==> src/rtl/pct_pkg.sv <==
// ----------------------------------------------------------------------------
// pct_pkg
// Shared constants, codes and types of the peer connection table.
// ----------------------------------------------------------------------------
`default_nettype none

package pct_pkg;

    localparam int ENTRIES = 16;
    localparam int CNT_W   = $clog2(ENTRIES + 1);

    localparam logic [1:0] KIND_ADD    = 2'd0;
    localparam logic [1:0] KIND_DELETE = 2'd1;
    localparam logic [1:0] KIND_LOOKUP = 2'd2;
    localparam logic [1:0] KIND_UPDATE = 2'd3;

    localparam logic [1:0] ST_OK   = 2'd0;
    localparam logic [1:0] ST_MISS = 2'd1;
    localparam logic [1:0] ST_FULL = 2'd2;

    // One table entry as it is held in a cell and handed to a neighbor.
    typedef struct packed {
        logic        valid;
        logic [31:0] address;
        logic [15:0] connection;
        logic        peer_class;
        logic [63:0] timestamp;
    } t_entry;

    // Per-cell control for the update cycle.
    typedef struct packed {
        logic shift_in;   // take the entry of the newer neighbor
        logic shift_out;  // take the entry of the older neighbor
        logic ts_wr;      // overwrite the timestamp
    } t_cell_ctl;

endpackage

`default_nettype wire

==> src/rtl/pct_cell.sv <==
// ----------------------------------------------------------------------------
// pct_cell
// One slot of the table: holds an entry, compares it against the key and
// moves entries to or from its neighbors.
// ----------------------------------------------------------------------------
`default_nettype none

module pct_cell (
    input  wire                  i_clk,
    input  wire                  i_rst_n,
    input  wire                  i_by_conn,
    input  wire  [31:0]          i_key_address,
    input  wire  [15:0]          i_key_connection,
    input  wire  [63:0]          i_time_now,
    input  pct_pkg::t_cell_ctl   i_ctl,
    input  pct_pkg::t_entry      i_newer,
    input  pct_pkg::t_entry      i_older,
    output pct_pkg::t_entry      o_entry,
    output logic                 o_match
);
    import pct_pkg::*;

    t_entry r_entry;
    logic   r_match;
    logic   n_match;

    assign n_match = r_entry.valid &&
                     (i_by_conn ? (r_entry.connection == i_key_connection)
                                : (r_entry.address == i_key_address));

    always_ff @(posedge i_clk) begin
        if (!i_rst_n) begin
            r_entry.valid <= 1'b0;
            r_match       <= 1'b0;
        end else begin
            r_match <= n_match;
            if (i_ctl.shift_in) begin
                r_entry.valid <= i_newer.valid;
            end else if (i_ctl.shift_out) begin
                r_entry.valid <= i_older.valid;
            end
        end
    end

    // Payload carries no reset; only valid slots are ever compared.
    always_ff @(posedge i_clk) begin
        priority if (i_ctl.shift_in) begin
            r_entry.address    <= i_newer.address;
            r_entry.connection <= i_newer.connection;
            r_entry.peer_class <= i_newer.peer_class;
            r_entry.timestamp  <= i_newer.timestamp;
        end else if (i_ctl.shift_out) begin
            r_entry.address    <= i_older.address;
            r_entry.connection <= i_older.connection;
            r_entry.peer_class <= i_older.peer_class;
            r_entry.timestamp  <= i_older.timestamp;
        end else if (i_ctl.ts_wr) begin
            r_entry.timestamp  <= i_time_now;
        end
    end

    assign o_entry = r_entry;
    assign o_match = r_match;

endmodule

`default_nettype wire

==> src/rtl/peer_connection_table_top.sv <==
// ----------------------------------------------------------------------------
// peer_connection_table_top
// Associative peer table kept newest first in a row of cells.
// ----------------------------------------------------------------------------
// Timing: a command accepted in idle passes through the match cycle and the
//   update cycle; its result strobe o_done is raised in the result cycle.
// Handshake: busy is high during the match and update cycles, and a new
//   command may start during the result cycle.
// Reset: synchronous active-low i_rst_n clears all valid bits, the entry count
//   and the controller; the result strobe cannot be stalled by the receiver.
// ----------------------------------------------------------------------------
`default_nettype none

module peer_connection_table_top (
    input  wire          i_clk,
    input  wire          i_rst_n,
    input  wire          start,
    output logic         busy,
    input  wire  [1:0]   i_kind,
    input  wire  [31:0]  i_ip_address,
    input  wire  [15:0]  i_connection,
    input  wire          i_new_type,
    input  wire  [63:0]  i_time_now,
    output logic         o_done,
    output logic [1:0]   o_status,
    output logic         o_found_type,
    output logic [pct_pkg::CNT_W-1:0] o_entry_count
);
    import pct_pkg::*;

    // Controller: idle, then a match state in which every cell compares its entry
    // with the key, then an apply state in which the table is rewritten.
    localparam logic [1:0] S_IDLE  = 2'd0;
    localparam logic [1:0] S_MATCH = 2'd1;
    localparam logic [1:0] S_APPLY = 2'd2;

    logic [1:0]       r_state;
    logic [1:0]       n_state;
    logic [1:0]       r_kind;
    logic [31:0]      r_address;
    logic [15:0]      r_connection;
    logic             r_new_type;
    logic [63:0]      r_time;
    logic [CNT_W-1:0] r_count;
    logic [CNT_W-1:0] n_count;
    logic             r_done;
    logic [1:0]       r_status;
    logic [1:0]       n_status;
    logic             r_found_type;

    t_entry           w_entry [ENTRIES];
    t_cell_ctl        w_ctl   [ENTRIES];
    logic [ENTRIES-1:0] w_match;
    logic [ENTRIES-1:0] w_first;    // one-hot of the newest matching slot
    logic [ENTRIES-1:0] w_from;     // slots at or after the newest match
    logic [ENTRIES-1:0] w_type_hit;
    logic             w_found;
    logic             w_apply;
    logic             w_full;
    logic             w_add_ok;
    logic             w_del_ok;
    t_entry           w_head;
    t_entry           w_tail;

    assign busy    = (r_state != S_IDLE);
    assign w_apply = (r_state == S_APPLY);

    always_comb begin
        n_state = r_state;
        unique case (r_state)
            S_IDLE:  if (start) n_state = S_MATCH;
            S_MATCH: n_state = S_APPLY;
            S_APPLY: n_state = S_IDLE;
            default: n_state = S_IDLE;
        endcase
    end

    // The command beat is captured at acceptance and held for the whole item.
    always_ff @(posedge i_clk) begin
        if (start && !busy) begin
            r_kind       <= i_kind;
            r_address    <= i_ip_address;
            r_connection <= i_connection;
            r_new_type   <= i_new_type;
            r_time       <= i_time_now;
        end
    end

    // The lowest set bit of the match vector is the newest match. Everything
    // from that slot to the tail moves one slot toward the head on a delete.
    assign w_first = w_match & (~w_match + {{(ENTRIES-1){1'b0}}, 1'b1});
    assign w_from  = ~(w_first - {{(ENTRIES-1){1'b0}}, 1'b1});
    assign w_found = |w_match;

    assign w_full   = (r_count >= CNT_W'(ENTRIES));
    assign w_add_ok = w_apply && (r_kind == KIND_ADD) && !w_full;
    assign w_del_ok = w_apply && (r_kind == KIND_DELETE) && w_found;

    // New entry enters at the head; an empty entry enters at the tail.
    assign w_head = '{valid: 1'b1, address: r_address, connection: r_connection,
                      peer_class: r_new_type, timestamp: r_time};
    assign w_tail = '0;

    genvar g;
    generate
        for (g = 0; g < ENTRIES; g++) begin : g_cell
            assign w_ctl[g].shift_in  = w_add_ok;
            assign w_ctl[g].shift_out = w_del_ok && w_from[g];
            assign w_ctl[g].ts_wr     = w_apply && (r_kind == KIND_UPDATE) && w_first[g];
            assign w_type_hit[g]      = w_first[g] && w_entry[g].peer_class;

            pct_cell u_cell (
                .i_clk            (i_clk),
                .i_rst_n          (i_rst_n),
                .i_by_conn        (r_kind == KIND_UPDATE),
                .i_key_address    (r_address),
                .i_key_connection (r_connection),
                .i_time_now       (r_time),
                .i_ctl            (w_ctl[g]),
                .i_newer          ((g == 0) ? w_head : w_entry[(g == 0) ? 0 : g-1]),
                .i_older          ((g == ENTRIES-1) ? w_tail
                                                    : w_entry[(g == ENTRIES-1) ? g : g+1]),
                .o_entry          (w_entry[g]),
                .o_match          (w_match[g])
            );
        end
    endgenerate

    always_comb begin
        n_count  = r_count;
        n_status = ST_OK;
        unique case (r_kind)
            KIND_ADD: begin
                if (w_full) n_status = ST_FULL;
                else        n_count  = r_count + CNT_W'(1);
            end
            KIND_DELETE: begin
                if (!w_found) n_status = ST_MISS;
                else          n_count  = r_count - CNT_W'(1);
            end
            KIND_LOOKUP, KIND_UPDATE: begin
                if (!w_found) n_status = ST_MISS;
            end
            default: n_status = ST_OK;
        endcase
    end

    always_ff @(posedge i_clk) begin
        if (!i_rst_n) begin
            r_state <= S_IDLE;
            r_count <= '0;
            r_done  <= 1'b0;
        end else begin
            r_state <= n_state;
            r_done  <= w_apply;
            if (w_apply) begin
                r_count <= n_count;
            end
        end
    end

    // Result beat is registered and shown for exactly one cycle.
    always_ff @(posedge i_clk) begin
        if (w_apply) begin
            r_status     <= n_status;
            r_found_type <= (r_kind == KIND_LOOKUP) && (|w_type_hit);
        end
    end

    assign o_done        = r_done;
    assign o_status      = r_status;
    assign o_found_type  = r_found_type;
    assign o_entry_count = r_count;

endmodule

`default_nettype wire

==> config.mk <==
export PLATFORM = sky130hd
export DESIGN_NAME = peer_connection_table_top
export DESIGN_NICKNAME = d
export VERILOG_FILES = /design/src/rtl/pct_pkg.sv /design/src/rtl/pct_cell.sv /design/src/rtl/peer_connection_table_top.sv
export SDC_FILE = /design/constraint.sdc
export NUM_CORES = 2
export LEC_CHECK = 0
export BUFFER_PORTS_ARGS = -buffer_cell sky130_fd_sc_hd__buf_2
export CAP_MARGIN = 20
export CORE_ASPECT_RATIO = 1.4
export CORE_UTILIZATION = 40
export CTS_CLUSTER_SIZE = 10
export DETAILED_ROUTE_END_ITERATION = 10
export GPL_TIMING_DRIVEN = 0
export HOLD_SLACK_MARGIN = 0.02
export SETUP_SLACK_MARGIN = 0.05
export SLEW_MARGIN = 10
export SYNTH_ARGS = -nofsm -noshare
export SYNTH_HDL_FRONTEND = slang
export SYNTH_SLANG_ARGS = --single-unit
==> constraint.sdc <==
create_clock -name i_clk -period 8.7 [get_ports i_clk]
set_clock_uncertainty 0.2 [all_clocks]
set_input_delay 0.87 -clock i_clk [delete_from_list [all_inputs] [get_ports i_clk]]
set_output_delay 0.87 -clock i_clk [all_outputs]
set_load 0.005 [all_outputs]
**Word-level counts from Yosys, hierarchy flattened**

Cells that the tools add are included.
Widths: inputs -> output; s select.

- Output and inout port bits: 10
- Flip-flop bits (word level): 1966
- Logic and storage cells: 387
- Input port bits: 118

- $lt $le $gt $ge: 1
- Bitwise operators: 3
- Mux-type cells: 120
- Reductions and logical operators: 113
- Add/sub/neg operators: 4
- Eq/ne operators: 40

Operators by type and width:

| kind | count |
|---|---|
| $mux 64 | 32 |
| $mux 113 | 16 |
| $mux 49 | 16 |
| $eq 32x32->1 | 16 |
| $eq 16x16->1 | 16 |
| $logic_and 1x1->1 | 71 |
| $mux 1 | 49 |
| $reduce_bool 3->1 | 16 |
| $reduce_bool 2->1 | 18 |
| $not 16->16 | 2 |
| $reduce_or 16->1 | 2 |
| $add 16x1->16 const B | 1 |
| $and 16x16->16 | 1 |
| $sub 16x1->16 const B | 1 |
| $mux 5 | 2 |
| $pmux 5 s2 | 1 |
| $pmux 2 s2 | 2 |
| $eq 2x2->1 const B | 3 |
| $ne 2x2->1 const B | 3 |
| $add 5x1->5 const B | 1 |
| $ge 5x5->1 const B | 1 |
| $sub 5x1->5 const B | 1 |
| $eq 2x1->1 const B | 2 |
| $logic_not 2->1 | 2 |
| 4 further kinds | 6 |

**Logic depth before layout (Yosys ltp)**

- Depth in word-level cells: 8
- Mapped depth: 8
- Gate-level depth less buffers: 8

**Hierarchy**

From an unflattened synthesis, not the netlist that was laid out.

- Cells, all modules: 7569
- Area, all modules: 98937.4 µm²

By module, submodules not included:

| module | cells an instance | area an instance (µm²) | instances | sequential area each (µm²) |
|---|---|---|---|---|
| pct_cell | 456 | 5899.4 | 16 | 3433.3 |
| peer_connection_table_top | 273 | 4546.9 | 1 | 3703.6 |

**Least setup slack after synthesis**

OpenSTA, ideal clock, no wires.

- Path kind: register -> register
- Start: register r_kind[1]
- End: register g_cell[1].u_cell.r_entry (netlist bit g_cell[1].u_cell.o_entry[113])
- Setup slack: 3.276 ns
- Buffers on the path: 0
- Data arrival time: 4.909 ns
- Setup time: 0.315 ns
- Stages on the path, launching flop included: 6
- Data required time: 8.185 ns
- Period minus slack after synthesis: 5.424 ns
- Cells stage by stage: edfxtp_1 -> nand2b_1 -> inv_1 -> nand2_1 -> o21ai_0 -> o21ai_0

- Longest elaborated chain between the ends: 5
- Elaborated cells between the ends (all ways): 9
- Those cells by class: eq/ne: 1; mux: 1; reduce/logical: 7

RTL lines:

| item | line | text |
|---|---|---|
| from (decl) | peer_connection_table_top.sv:39 | `logic [1:0] r_kind;` |
| from (signal assigned) | peer_connection_table_top.sv:81 | `r_kind <= i_kind;` |
| $eq 2x1->1 | peer_connection_table_top.sv:97 | `assign w_del_ok = w_apply && (r_kind == KIND_DELETE) && w_found;` |
| $logic_and 1x1->1 (2 in a row) | peer_connection_table_top.sv:97 |  |
| $logic_and 1x1->1 | peer_connection_table_top.sv:108 | `assign w_ctl[g].shift_out = w_del_ok && w_from[g];` |
| $reduce_bool 2->1 (no line) | - |  |
| to (decl) | pct_cell.sv:23 | `t_entry r_entry;` |

Several ways; a longest one is shown, not always the timed one.
A chain may end at the register's enable or synchronous reset.

**Worst setup path after layout**

- Start: register r_kind[1]
- End: register g_cell[13].u_cell.r_entry (netlist bit g_cell[13].u_cell.o_entry[95]) (enable)

- Longest elaborated chain between the ends: 5
- Elaborated cells between the ends (all ways): 8
- Those cells by class: eq/ne: 1; reduce/logical: 7

RTL lines:

| item | line |
|---|---|
| $eq 2x1->1 | peer_connection_table_top.sv:97 |
| $logic_and 1x1->1 (2 in a row) | peer_connection_table_top.sv:97 |
| $logic_and 1x1->1 | peer_connection_table_top.sv:108 |
| $reduce_bool 2->1 (no line) (*) | - |
| to (decl) | pct_cell.sv:23 |

Every way passes the cells marked *; elsewhere a longest branch is shown, timed or not.

==> impl_metrics.toml <==
[status]
result_of_the_run = "finished, final reports clean"

[route]
detail_route.wirelength_mm = 172
drt.antenna.violating_nets = 0
initialDrtViolationCount = 3732
route.detailed.vias_per_inst = 5.56
detail_route.first_pass.iterations = 10
route.detailed.drc = 0
vias = 35200
routed_wire_length_per_instance_um = 27.1

[final_layout]
post_route_cells_drive_above_1_share = 0.0765
post_layout_nonfiller_instances = 6335
fillers = 10800
final_core_utilization = 0.454
flow.area_growth_from_synthesis_pct = 12.1
num-nets-final = 4939
antenna-diode-count = 0
design_area_um2 = 50800
multi_input_area_um2 = 18200
register_area_um2 = 26000

[global_routing]
number_of_global_route_vias_before_repair = 35600
grt_pass1_wl_mm = 244
globalRoute.totalOverflow = 0
antenna_found_initial = 2
grt_max_degree = 51
grt_usage = 0.297

[placed_design]
number_of_instances_in_the_placed_design = 6185
gp_congestion = 1.00
dp_worst_setup_slack_ns = 4.44
post_dp_hpwl_mm = 134
placement.cell_area_um2 = 48100
placement.io_buffers = 63

[power]
static-leakage-power_uw = 0.0197
net-switching-power_uw = 2260
p_comb_frac = 0.071
p_int_uw = 6950
power-per-cell-area_nw_per_um2 = 181
design_power_total_uw = 9210
netSwitchingFraction = 0.245
share_seq_of_total_power = 0.508
clock_power_share = 0.421
peakVddDrop_mv = 0.144

[sta]
rsz_0062_raised_after_global_routing = "no"
setup_violations = 0
max_slew_margin = 0.176
fmax_ghz = 0.262
worst_pin_slew_ns = 1.24
timing_max_transition_violations_final = 0
period_needed_ns = 3.82
timing.final.hold_violations = 0
postLayoutSetupSlackWorst_ns = 4.88
post-route-period-util = 0.439

[floorplan]
die_h_um = 400
initial_core_util = 0.405
floorplan.io_pins = 128
floorplan.die_area_um2 = 115000
core_um2 = 112000
rows = 145
die_w_um = 286

[job]
drv.max_cap_violation_count = 0

[logic_synthesis]
most_instantiated_library_cell_after_synthesis = "sky130_fd_sc_hd__nand2_1"
yosysTopAreaCellShare = 0.555
ys_async_sr_fraction = 0
syn-mean-instance-area_um2 = 9.79
synth.mux.area_fraction = 0.00298
edff_count_synth = 838
synthesis.nets = 4751
synth_compound_area_frac = 0.0111
netlist.top_cell.by_area = "sky130_fd_sc_hd__edfxtp_1"
ys_top_cells_by_count = "2226 x sky130_fd_sc_hd__nand2_1, 838 x sky130_fd_sc_hd__edfxtp_1, 497 x sky130_fd_sc_hd__xnor2_1"
yosys_register_bits = 878
synth_flop_cell = "sky130_fd_sc_hd__edfxtp_1"
synth_simple_gate_area_share = 0.235
synth_xor_area_frac = 0.149
synth.yosys.seq_area_share = 0.573
post_synth_main_area_contributors = "sky130_fd_sc_hd__edfxtp_1 56%, sky130_fd_sc_hd__nand2_1 18%, sky130_fd_sc_hd__xnor2_1 9.6%"
synth_instances = 4629
synth-adder-area-share = 0.00127
synth-warning-count = 0
synth.cell_area_um2 = 45300
dominant_combinational_cell_family_by_area_after_synthesis = "simple AND/OR/NAND/NOR gates"
synth_cell_type_count = 46

[worst_setup_path]
worst-endpoint-arrival_ns = 3.94
cpMaxStageDelayCell = "sky130_fd_sc_hd__nor2_1"
critPathLaunchType = "flip-flop"
setup.worst_path.class = "reg -> reg"
timing.critical_path.required_ns = 8.82
critical_path.cell_chain = "nand2b_1, nor2_1, o21ai_0, nand2_4"
worst_path_largest_cell_delay_ns = 1.00
crit_path_end_kind = "flip-flop"
worstPathMaxFanout = 49

[clock_tree]
worst_setup_hold_path_clk_slew_ns = 0.06
cts_root_buf = "sky130_fd_sc_hd__clkbuf_16"
setup_repair_bufs_after_cts = 0
numCtsBuffers = 99
clk_latency_ns = 0.71
max-clock-path-buffers = 3
cts-hold-fix-buffers = 0
cts.htree.levels = 3
post_cts.resized_instances = 0
cts_sinks = 878
cts_tree = "built"

[hold_path]
worst_hold_path_type = "in -> reg"
-- cells by family after synthesis --
| logic type | after synthesis |
|---|---|
| compound gates | 82 |
| xor+xnor | 771 |
| fa+ha+maj | 4 |
| buf+inv | 285 |
| flops | 878 |
| mux | 13 |
| simple gates | 2596 |
-- power groups by stage --
stage	logic [uW]	clock network (uW)	registers, uW
finish	656	3880	4680
global route	678	4020	4680
CTS	645	3890	4680
detailed placement	641	0	4770
global placement	626	0	4780
floorplan	376	0	4750
-- cell type report --
type,count,share of cell area
clock inverters,5,0.000616
flip-flops and latches,878,0.511
plain buffers,273,0.0238
multi-input cells,3466,0.358
repair buffers,87,0.0158
well taps,1470,0.0362
inverters,12,0.000936
clock buffers,144,0.0531
-- path summary, 6_finish.rpt --
path	start	to	slack, ns	depth (start not counted)
setup / recovery	r_kind[1]$_DFFE_PP_	g_cell[13].u_cell.o_entry[95]$_DFFE_PP_	4.88	4
hold / removal	i_ip_address[25]	r_address[25]$_DFFE_PP_	0.14	1
setup reg to reg	r_kind[1]$_DFFE_PP_	g_cell[13].u_cell.o_entry[95]$_DFFE_PP_	4.88	4
hold reg to reg	r_state[1]$_SDFFE_PN0P_	r_state[1]$_SDFFE_PN0P_	0.23	1
-- critical path: cells and delay by family, from the launching register on --
family / cells / cell delay (ns)
AOI/OAI and AO/OA: 1 / 0.46
and+or+nand+nor: 3 / 2.13
DFF: 1 / 0.59
-- per-stage QoR --
stage          hold WS (ns)  TNS, ns
3_5_place_dp          0.225        0
5_1_grt               0.139        0
6_report              0.140        0
2_1_floorplan         0.204        0
4_1_cts               0.106        0
3_3_place_gp          0.216   -25.94
-- metal layers --
metal | share of wire | up-vias | routed length [um] | track usage
li1 | - | 15600 | - | -
met2 | 0.50 | 1655 | 86600 | 0.516
met1 | 0.36 | 17500 | 62600 | 0.344
met5 | 0.000070 | - | 12 | 0
met4 | 0.068 | 2 | 11700 | 0.185
met3 | 0.064 | 429 | 11100 | 0.0368
-- layout by cell type, fill, tap and decap left out, types with 5 or more instances in the layout --
master	count
sky130_fd_sc_hd__nand2_1	2220
sky130_fd_sc_hd__edfxtp_1	838
sky130_fd_sc_hd__xnor2_1	497
sky130_fd_sc_hd__xor2_1	274
sky130_fd_sc_hd__buf_2	208
sky130_fd_sc_hd__clkbuf_1	167
sky130_fd_sc_hd__nand4_1	159
sky130_fd_sc_hd__clkbuf_16	101
sky130_fd_sc_hd__nor4_1	81
sky130_fd_sc_hd__and2_1	52
sky130_fd_sc_hd__dfxtp_1	40
sky130_fd_sc_hd__nor3_1	39
sky130_fd_sc_hd__o21ai_0	35
sky130_fd_sc_hd__a21oi_1	18
sky130_fd_sc_hd__buf_12	14
sky130_fd_sc_hd__nor2_1	12
sky130_fd_sc_hd__inv_1	11
sky130_fd_sc_hd__mux2i_1	9
sky130_fd_sc_hd__o21ai_4	6
sky130_fd_sc_hd__nand3_1	6
sky130_fd_sc_hd__buf_16	5
-- sequential cells by signal (all words and copies together) (netlist names) --
name,cells
g_cell.u_cell.o_match,16
o_done,1
o_status,2
o_entry_count,5
o_found_type,1
r_new_type,1
r_address,32
r_state,2
g_cell.u_cell.o_entry,800
r_kind,2
r_connection,16
No activity file was read; power rests on OpenSTA's default activity.
